**src/rtl/gb2fa_pkg.sv**
```systemverilog
// ----------------------------------------------------------------------------
// gb2fa_pkg
// Shared types and constants for the GB2312 text to font address decoder.
// ----------------------------------------------------------------------------
package gb2fa_pkg;

    // Font mode register
    localparam int FONT_MODE_W = 2;
    localparam logic [FONT_MODE_W-1:0] MODE_ASCII_A = 2'd0;
    localparam logic [FONT_MODE_W-1:0] MODE_ASCII_B = 2'd1;
    localparam logic [FONT_MODE_W-1:0] MODE_5X7     = 2'd2;

    // Glyph kinds
    localparam logic [1:0] KIND_HANZI  = 2'd0;
    localparam logic [1:0] KIND_SYMBOL = 2'd1;
    localparam logic [1:0] KIND_A8X16  = 2'd2;
    localparam logic [1:0] KIND_A5X7   = 2'd3;

    // Font ROM bases and layout
    localparam logic [23:0] BASE_ASCII_A = 24'h03CF80;
    localparam logic [23:0] BASE_ASCII_B = 24'h03B7C0;
    localparam logic [23:0] BASE_5X7     = 24'h03BFC0;
    localparam logic [6:0]  ROW_LEN      = 7'd94;
    localparam logic [12:0] HANZI_OFFSET = 13'd846;

    // Byte code ranges
    localparam logic [7:0] HANZI_LEAD_LO = 8'hB0;
    localparam logic [7:0] HANZI_LEAD_HI = 8'hF7;
    localparam logic [7:0] SYM_LEAD_LO   = 8'hA1;
    localparam logic [7:0] SYM_LEAD_HI   = 8'hA3;
    localparam logic [7:0] TRAIL_LO      = 8'hA1;
    localparam logic [7:0] HANZI_TRAIL_HI = 8'hFE;
    localparam logic [7:0] ASCII_LO      = 8'h20;
    localparam logic [7:0] ASCII_HI      = 8'h7E;
    localparam logic [7:0] TERMINATOR    = 8'h00;

    // Byte counts and cursor advances
    localparam logic [5:0] COUNT_WIDE  = 6'd32;
    localparam logic [5:0] COUNT_A8X16 = 6'd16;
    localparam logic [5:0] COUNT_A5X7  = 6'd8;
    localparam logic [7:0] ADV_WIDE    = 8'd16;
    localparam logic [7:0] ADV_A8X16   = 8'd8;
    localparam logic [7:0] ADV_A5X7    = 8'd6;

    typedef struct packed {
        logic [7:0] text_byte;
        logic       start_req;
        logic [2:0] start_row;
        logic [7:0] start_column;
    } text_item_t;

    typedef struct packed {
        logic [23:0] rom_address;
        logic [1:0]  glyph_kind;
        logic [5:0]  byte_count;
        logic [7:0]  column;
        logic [2:0]  page;
    } glyph_item_t;

    typedef struct packed {
        logic [7:0] pending_lead;
        logic       pending_valid;
        logic [7:0] cursor_column;
        logic [2:0] cursor_page;
        logic       string_active;
    } dec_state_t;

endpackage

```
**src/rtl/gb2fa_text_if.sv**
```systemverilog
// ----------------------------------------------------------------------------
// gb2fa_text_if
// Text byte channel: valid/ready handshake with one string byte per transfer.
// ----------------------------------------------------------------------------
interface gb2fa_text_if;
    logic       valid;
    logic       ready;
    logic [7:0] text_byte;
    logic       start_req;
    logic [2:0] start_row;
    logic [7:0] start_column;

    modport source (output valid, output text_byte, output start_req,
                    output start_row, output start_column, input ready);
    modport sink   (input valid, input text_byte, input start_req,
                    input start_row, input start_column, output ready);
endinterface

```
**src/rtl/gb2fa_glyph_if.sv**
```systemverilog
// ----------------------------------------------------------------------------
// gb2fa_glyph_if
// Glyph channel: valid/ready handshake with one font fetch request per transfer.
// ----------------------------------------------------------------------------
interface gb2fa_glyph_if;
    logic        valid;
    logic        ready;
    logic [23:0] rom_address;
    logic [1:0]  glyph_kind;
    logic [5:0]  byte_count;
    logic [7:0]  column;
    logic [2:0]  page;

    modport source (output valid, output rom_address, output glyph_kind,
                    output byte_count, output column, output page, input ready);
    modport sink   (input valid, input rom_address, input glyph_kind,
                    input byte_count, input column, input page, output ready);
endinterface

```
**src/rtl/gb2fa_decode.sv**
```systemverilog
// ----------------------------------------------------------------------------
// gb2fa_decode
// Combinational byte decoder: next cursor/lead state and the glyph, if any.
// ----------------------------------------------------------------------------
module gb2fa_decode
    import gb2fa_pkg::*;
(
    input  text_item_t              item,
    input  dec_state_t              state,
    input  logic [FONT_MODE_W-1:0]  font_mode,
    output dec_state_t              state_next,
    output logic                    emit,
    output glyph_item_t             glyph
);

    dec_state_t  s;
    logic [7:0]  b;
    logic [7:0]  lead;
    logic        b_ascii;
    logic        b_lead;
    logic        lead_hanzi;
    logic        lead_symbol;
    logic        hit_hanzi;
    logic        hit_symbol;
    logic [6:0]  row;
    logic [6:0]  col;
    logic [12:0] row_base;
    logic [12:0] glyph_index;
    logic [6:0]  ascii_off;
    logic [7:0]  advance;

    always_comb
    begin
        s = state;
        if (item.start_req)
        begin
            s.cursor_column = item.start_column;
            s.cursor_page   = item.start_row;
            s.pending_valid = 1'b0;
            s.pending_lead  = '0;
            s.string_active = 1'b1;
        end
    end

    assign b    = item.text_byte;
    assign lead = s.pending_lead;

    assign b_ascii     = (b >= ASCII_LO) && (b <= ASCII_HI);
    assign b_lead      = ((b >= HANZI_LEAD_LO) && (b <= HANZI_LEAD_HI))
                      || ((b >= SYM_LEAD_LO) && (b <= SYM_LEAD_HI));
    assign lead_hanzi  = (lead >= HANZI_LEAD_LO) && (lead <= HANZI_LEAD_HI);
    assign lead_symbol = (lead >= SYM_LEAD_LO) && (lead <= SYM_LEAD_HI);
    assign hit_hanzi   = s.pending_valid && lead_hanzi
                      && (b >= TRAIL_LO) && (b <= HANZI_TRAIL_HI);
    assign hit_symbol  = s.pending_valid && lead_symbol && (b >= TRAIL_LO);

    // One shared row multiply for both pair kinds
    always_comb
    begin
        row = lead_hanzi ? 7'(lead - HANZI_LEAD_LO) : 7'(lead - SYM_LEAD_LO);
        col = 7'(b - TRAIL_LO);
    end

    assign row_base    = 13'(row) * 13'(ROW_LEN);
    assign glyph_index = row_base + 13'(col) + (lead_hanzi ? HANZI_OFFSET : 13'd0);
    assign ascii_off   = 7'(b - ASCII_LO);

    always_comb
    begin
        state_next = s;
        emit       = 1'b0;
        advance    = '0;
        glyph.rom_address = {6'd0, glyph_index, 5'd0};
        glyph.glyph_kind  = KIND_HANZI;
        glyph.byte_count  = COUNT_WIDE;
        glyph.column      = s.cursor_column;
        glyph.page        = s.cursor_page;

        if (!s.string_active)
        begin
            state_next = s;
        end
        else if (b == TERMINATOR)
        begin
            state_next.pending_valid = 1'b0;
            state_next.pending_lead  = '0;
            state_next.string_active = 1'b0;
        end
        else if (font_mode[1])
        begin
            state_next.pending_valid = 1'b0;
            state_next.pending_lead  = '0;
            if (b_ascii)
            begin
                emit    = 1'b1;
                advance = ADV_A5X7;
                glyph.rom_address = {14'd0, ascii_off, 3'd0} + BASE_5X7;
                glyph.glyph_kind  = KIND_A5X7;
                glyph.byte_count  = COUNT_A5X7;
            end
        end
        else
        begin
            state_next.pending_valid = 1'b0;
            state_next.pending_lead  = '0;
            if (hit_hanzi || hit_symbol)
            begin
                emit    = 1'b1;
                advance = ADV_WIDE;
                glyph.glyph_kind = hit_hanzi ? KIND_HANZI : KIND_SYMBOL;
            end
            else if (b_lead)
            begin
                state_next.pending_valid = 1'b1;
                state_next.pending_lead  = b;
            end
            else if (b_ascii)
            begin
                emit    = 1'b1;
                advance = ADV_A8X16;
                glyph.rom_address = {13'd0, ascii_off, 4'd0}
                                  + ((font_mode == MODE_ASCII_B) ? BASE_ASCII_B
                                                                 : BASE_ASCII_A);
                glyph.glyph_kind  = KIND_A8X16;
                glyph.byte_count  = COUNT_A8X16;
            end
        end

        state_next.cursor_column = s.cursor_column + advance;
    end

endmodule

```
**src/rtl/gb2312_text_to_font_address.sv**
```systemverilog
// ----------------------------------------------------------------------------
// gb2312_text_to_font_address
// Decodes a GB2312/ASCII text byte stream into font ROM fetch requests.
// Path: a text byte passes the input register, the decoder and the output register.
// Throughput: one text byte per cycle while the glyph output is not stalled;
// the lead/cursor state loop closes through the single decode stage between
// input and result registers.
// Reset: asynchronous, active low; empties both registers, clears the cursor,
// held lead and open-string flag, and sets the font mode to 0.
// ----------------------------------------------------------------------------
module gb2312_text_to_font_address
    import gb2fa_pkg::*;
(
    input  logic                    clk,
    input  logic                    rst_n,
    input  logic                    font_mode_we,
    input  logic [FONT_MODE_W-1:0]  font_mode_wdata,
    gb2fa_text_if.sink              text,
    gb2fa_glyph_if.source           glyph
);

    logic [FONT_MODE_W-1:0] font_mode_reg;

    // Input stage: one captured text byte
    logic        in_valid_reg;
    text_item_t  in_item_reg;

    // Decoder state loop
    dec_state_t  state_reg;
    dec_state_t  state_next;

    // Result stage
    logic        out_valid_reg;
    glyph_item_t out_item_reg;

    logic        dec_emit;
    glyph_item_t dec_glyph;
    logic        advance;
    logic        out_load;

    // Retire the captured byte once the result register can take its glyph
    assign advance  = in_valid_reg && (!out_valid_reg || glyph.ready);
    assign out_load = advance && dec_emit;

    // Accept a new byte whenever the input stage is empty or retiring
    assign text.ready = !in_valid_reg || advance;

    // The user must write font mode only while the block is idle; the block does not enforce it
    always_ff @(posedge clk or negedge rst_n)
    begin
        if (!rst_n)
        begin
            font_mode_reg <= MODE_ASCII_A;
        end
        else if (font_mode_we)
        begin
            font_mode_reg <= font_mode_wdata;
        end
    end

    // Input register
    always_ff @(posedge clk or negedge rst_n)
    begin
        if (!rst_n)
        begin
            in_valid_reg <= 1'b0;
        end
        else if (text.ready)
        begin
            in_valid_reg <= text.valid;
        end
    end

    always_ff @(posedge clk)
    begin
        if (text.valid && text.ready)
        begin
            in_item_reg.text_byte    <= text.text_byte;
            in_item_reg.start_req    <= text.start_req;
            in_item_reg.start_row    <= text.start_row;
            in_item_reg.start_column <= text.start_column;
        end
    end

    gb2fa_decode u_decode (
        .item       (in_item_reg),
        .state      (state_reg),
        .font_mode  (font_mode_reg),
        .state_next (state_next),
        .emit       (dec_emit),
        .glyph      (dec_glyph)
    );

    // Commit the cursor and held lead only when the byte retires
    always_ff @(posedge clk or negedge rst_n)
    begin
        if (!rst_n)
        begin
            state_reg <= '0;
        end
        else if (advance)
        begin
            state_reg <= state_next;
        end
    end

    // Result register: hold while stalled, drop after transfer
    always_ff @(posedge clk or negedge rst_n)
    begin
        if (!rst_n)
        begin
            out_valid_reg <= 1'b0;
        end
        else if (out_load)
        begin
            out_valid_reg <= 1'b1;
        end
        else if (glyph.ready)
        begin
            out_valid_reg <= 1'b0;
        end
    end

    always_ff @(posedge clk)
    begin
        if (out_load)
        begin
            out_item_reg <= dec_glyph;
        end
    end

    assign glyph.valid       = out_valid_reg;
    assign glyph.rom_address = out_item_reg.rom_address;
    assign glyph.glyph_kind  = out_item_reg.glyph_kind;
    assign glyph.byte_count  = out_item_reg.byte_count;
    assign glyph.column      = out_item_reg.column;
    assign glyph.page        = out_item_reg.page;

endmodule

```
**src/flat_wrapper.sv**
```systemverilog
// flat-port wrapper written by rule: the top's interface ports become plain ports
module gb2312_text_to_font_address_flat import gb2fa_pkg::*;
  (clk, rst_n, font_mode_we, font_mode_wdata, text_valid, text_text_byte, text_start_req, text_start_row, text_start_column, text_ready, glyph_valid, glyph_rom_address, glyph_glyph_kind, glyph_byte_count, glyph_column, glyph_page, glyph_ready);
  gb2fa_text_if text_i ();
  gb2fa_glyph_if glyph_i ();
  input  logic clk;
  input  logic rst_n;
  input  logic font_mode_we;
  input  logic [FONT_MODE_W-1:0] font_mode_wdata;
  input wire logic [$bits(text_i.valid)-1:0] text_valid;
  input wire logic [$bits(text_i.text_byte)-1:0] text_text_byte;
  input wire logic [$bits(text_i.start_req)-1:0] text_start_req;
  input wire logic [$bits(text_i.start_row)-1:0] text_start_row;
  input wire logic [$bits(text_i.start_column)-1:0] text_start_column;
  output wire logic [$bits(text_i.ready)-1:0] text_ready;
  output wire logic [$bits(glyph_i.valid)-1:0] glyph_valid;
  output wire logic [$bits(glyph_i.rom_address)-1:0] glyph_rom_address;
  output wire logic [$bits(glyph_i.glyph_kind)-1:0] glyph_glyph_kind;
  output wire logic [$bits(glyph_i.byte_count)-1:0] glyph_byte_count;
  output wire logic [$bits(glyph_i.column)-1:0] glyph_column;
  output wire logic [$bits(glyph_i.page)-1:0] glyph_page;
  input wire logic [$bits(glyph_i.ready)-1:0] glyph_ready;
  assign text_i.valid = text_valid;
  assign text_i.text_byte = text_text_byte;
  assign text_i.start_req = text_start_req;
  assign text_i.start_row = text_start_row;
  assign text_i.start_column = text_start_column;
  assign text_ready = text_i.ready;
  assign glyph_valid = glyph_i.valid;
  assign glyph_rom_address = glyph_i.rom_address;
  assign glyph_glyph_kind = glyph_i.glyph_kind;
  assign glyph_byte_count = glyph_i.byte_count;
  assign glyph_column = glyph_i.column;
  assign glyph_page = glyph_i.page;
  assign glyph_i.ready = glyph_ready;
  gb2312_text_to_font_address u_core (.clk(clk), .rst_n(rst_n), .font_mode_we(font_mode_we), .font_mode_wdata(font_mode_wdata), .text(text_i), .glyph(glyph_i));
endmodule
```
**config.mk**
```make
export PLATFORM = sky130hd
export DESIGN_NAME = gb2312_text_to_font_address_flat
export DESIGN_NICKNAME = d
export VERILOG_FILES = /design/src/rtl/gb2fa_pkg.sv /design/src/rtl/gb2fa_text_if.sv /design/src/rtl/gb2fa_glyph_if.sv /design/src/rtl/gb2fa_decode.sv /design/src/rtl/gb2312_text_to_font_address.sv /design/src/flat_wrapper.sv
export SDC_FILE = /design/constraint.sdc
export NUM_CORES = 1
export LEC_CHECK = 0
export ABC_AREA = 1
export BUFFER_PORTS_ARGS = -buffer_cell sky130_fd_sc_hd__buf_4
export CORE_MARGIN = 2
export CORE_UTILIZATION = 60
export DETAILED_ROUTE_END_ITERATION = 16
export GPL_ROUTABILITY_DRIVEN = 0
export PLACE_DENSITY = 0.82
export SYNTH_ARGS = -nofsm -noshare
export SYNTH_HDL_FRONTEND = slang
export SYNTH_SLANG_ARGS = --single-unit
```
**constraint.sdc**
```tcl
create_clock -name clk -period 11.1 [get_ports clk]
set_input_delay 0 -clock clk [delete_from_list [all_inputs] [get_ports clk]]
set_output_delay 0 -clock clk [all_outputs]
set_load 0.1 [all_outputs]
```
==> results.md <==
- Max_cap viols: 0
- Root buf cell: clkbuf_8
- FF+latch count, synth: 77
- Sequential area share after synthesis: 0.390
- Core Area: 0.00915 mm2
- WL met2: 6.17 mm
- Status: complete, no violations
- Number of flip-flops in the largest register: 21
- Worst slew pin tran: 0.764 ns
- WL/cell: 15.0 um
- CP required: 11.21 ns
- Met1 wire length: 4.95 mm
- Post-synth EDFFs: 52
- Post-DP Area: 0.00612 mm2
- Final ANT Viol Nets: 0
- Worst Setup End Kind: register
- Fin. max-slew vios: 0
- R2r startpoint: u_core.in_item_reg[11]
- CTS tree: built
- RSZ-0062 raised after global routing: false
- Total congestion overflow: 0
- PortBufs: 60
- # setup viols final: 0
- Final #Nets: 815
- Max Used Layer: met4
- Initial antenna violation count: 0
- Post-synth ARST share: 0.325
- Period minus WS final: 6.43 ns
- Final WL: 12.4 mm
- Vias in the first global route: 4571
- Die Wd: 101 um
- Mapped Cells: 616
- Share of cells above drive strength 1: 0.145
- Initial Utilization: 0.612
- Finished Layout Cells: 826
- Dpl hpwl: 9.34 mm
- Final Cycle Share: 0.579
- I/O pin count: 72
- Post CTS Setup Buffer Count: 0
- Clock Latency Late Sink: 0.37 ns
- TritonCTS Buffers: 9
- Post-Route Setup TNS: 0 ns
- Hold Vio Cnt, Final: 0
- Area delta synth->final: 17.3%
- RR Endpoint: u_core.glyph.rom_address[16]
- Relative max-transition margin: 0.490
- Avg Cell Area, Syn: 9.10 um2
- Number of inserted diodes: 0
- Die height: 101 um
- Crit path kind: register to register
- Crit path max fanout: 22
- Yosys Warn Count: 0
- Met3 WL: 934 um
- Largest net degree at the start of global routing: 32
- Setup crit start kind: register
- Main synth FF type: edfxtp_1
- # placed instances: 781
- Drt via density: 5.50
- Gr usage total: 0.265
- First-pass GRT wire length: 20.8 mm
- Top achievable clock speed: 156 MHz
- DRT iter0 DRCs: 276
- Worst hold path type: primary input to asynchronous set/reset pin
- FP Rows: 35
- Clock slew at reported path FFs: 0.09 ns
- Post_cts resized: 0
- DIE AREA: 0.0101 mm2
- Post-route cell area: 0.00657 mm2
- Cells on worst reg2reg path: 25
- Clock Path Buffers: 2
- Distinct cell type count after synthesis: 45
- CTS HTree Levels: 3
- Sink Count: 77
- Drc violations: 0
- Setup Skew: 0.0140 ns
- DR vias: 4541
- Reg-to-reg setup timing slack: 4.67 ns
- WP data arrival: 6.54 ns
- Fillcell total: 621
- Pre-Repair DR Iteration Count: 5
- Mapped Area: 0.00560 mm2
- Worst Hold Slack: 0.0647 ns
## Yosys cell counts, types with 2 or more instances
| cell | n | area, um2 |
|---|---|---|
| a21o_1 | 3 | 22.5 |
| a21oi_1 | 25 | 125 |
| a31oi_1 | 2 | 12.5 |
| buf_4 | 11 | 82.6 |
| buf_6 | 2 | 22.5 |
| clkbuf_1 | 3 | 11.3 |
| dfrtp_1 | 25 | 626 |
| edfxtp_1 | 52 | 1560 |
| fa_1 | 19 | 380 |
| ha_1 | 59 | 738 |
| inv_1 | 111 | 417 |
| nand2_1 | 104 | 390 |
| nand2_2 | 5 | 31.3 |
| nand2_4 | 2 | 22.5 |
| nand3_1 | 30 | 150 |
| nand3_2 | 3 | 30.0 |
| nand4_1 | 6 | 37.5 |
| nor2_1 | 41 | 154 |
| nor2_2 | 3 | 18.8 |
| nor2_4 | 3 | 33.8 |
| nor3_1 | 4 | 20.0 |
| o211ai_1 | 3 | 22.5 |
| o21ai_0 | 40 | 200 |
| o21ai_1 | 2 | 10.0 |
| o21ai_2 | 2 | 17.5 |
| o221ai_1 | 2 | 17.5 |
| o22ai_1 | 3 | 18.8 |
| or2_2 | 6 | 37.5 |
| xnor2_1 | 10 | 87.6 |
| xor2_1 | 20 | 175 |
## how the worst max path moves through the flow
stage / from / end / slack (ns)
finish: u_core.in_item_reg[11] / u_core.glyph.rom_address[16] / 4.67
global route: u_core.in_item_reg[11] / u_core.glyph.rom_address[16] / 4.24
detailed placement: u_core.in_item_reg[11] / u_core.glyph.rom_address[16] / 4.70
floorplan: u_core.in_item_reg[11] / u_core.glyph.rom_address[16] / 5.48
CTS: u_core.in_item_reg[11] / u_core.glyph.rom_address[16] / 4.68
global placement: u_core.in_item_reg[11] / u_core.glyph.rom_address[16] / 4.97
## through the flow
step	setup slack, ns	utilization
finish	4.67	0.718
global route	4.24	0.718
CTS	4.68	0.718
detailed placement	4.70	0.668
global placement	4.97	0.668
floorplan	5.48	-
## metal layers
metal / vias up / GRT usage
li1: 2175 / -
met4: 0 / 0.130
met5: - / 0
met1: 2133 / 0.316
met2: 203 / 0.456
met3: 30 / 0.0520
## cells by family (layout without fill, tap and decap cells)
logic type,after synthesis,after routing,synth area share
xor+xnor,30,30,0.0469
buf+inv,130,218,0.0976
flops,77,77,0.390
mux,1,1,0.00201
compound gates,87,87,0.0889
simple gates,212,212,0.174
other cells,1,12,0.000669
fa+ha+maj,78,78,0.200
## placed cells by master, fill, tap and decap left out, types with 19 or more instances in the layout
| cell | n |
|---|---|
| edfxtp_1 | 52 |
| fa_1 | 19 |
| nor2_1 | 41 |
| nand2_1 | 104 |
| dfrtp_1 | 25 |
| xor2_1 | 20 |
| a21oi_1 | 25 |
| ha_1 | 59 |
| o21ai_0 | 40 |
| inv_1 | 111 |
| dlygate4sd3_1 | 29 |
| buf_4 | 61 |
| nand3_1 | 30 |
## critical path, cell delays in order (launching register included)
cell and delay [ns]:
edfxtp_1 0.81, inv_1 0.36, nand2_2 0.23, inv_1 0.13, nor3_1 0.20, nand3_1 0.12
xnor2_1 0.14, or2_2 0.29, o21ai_2 0.13, inv_1 0.10, fa_1 0.54, inv_1 0.04
ha_1 0.26, inv_1 0.05, fa_1 0.52, inv_1 0.04, ha_1 0.34, xnor2_1 0.23
fa_1 0.45, ha_1 0.37, a21oi_1 0.17, nand2_1 0.13, a21oi_1 0.20, o21ai_0 0.12
a21oi_1 0.12, o21ai_0 0.09
## layout make-up
cell class / count / area [um2] / share of cell area
clock buffer: 11 / 131 / 0.0200
multi-input combinational: 420 / 2910 / 0.443
clock inverter: 5 / 35.0 / 0.00533
tap: 111 / 139 / 0.0211
inverter: 112 / 420 / 0.0640
sequential: 77 / 2190 / 0.333
timing repair buffer: 90 / 748 / 0.114
## repair_timing
action | CTS | global route
hold endpoints to repair | 49 | 0
endpoints found under the setup margin | 0 | 0
hold buffers | 29 | 0
Power is not shown: default switching activity piles up to over one toggle a cycle in this logic, so the estimate is an artifact.
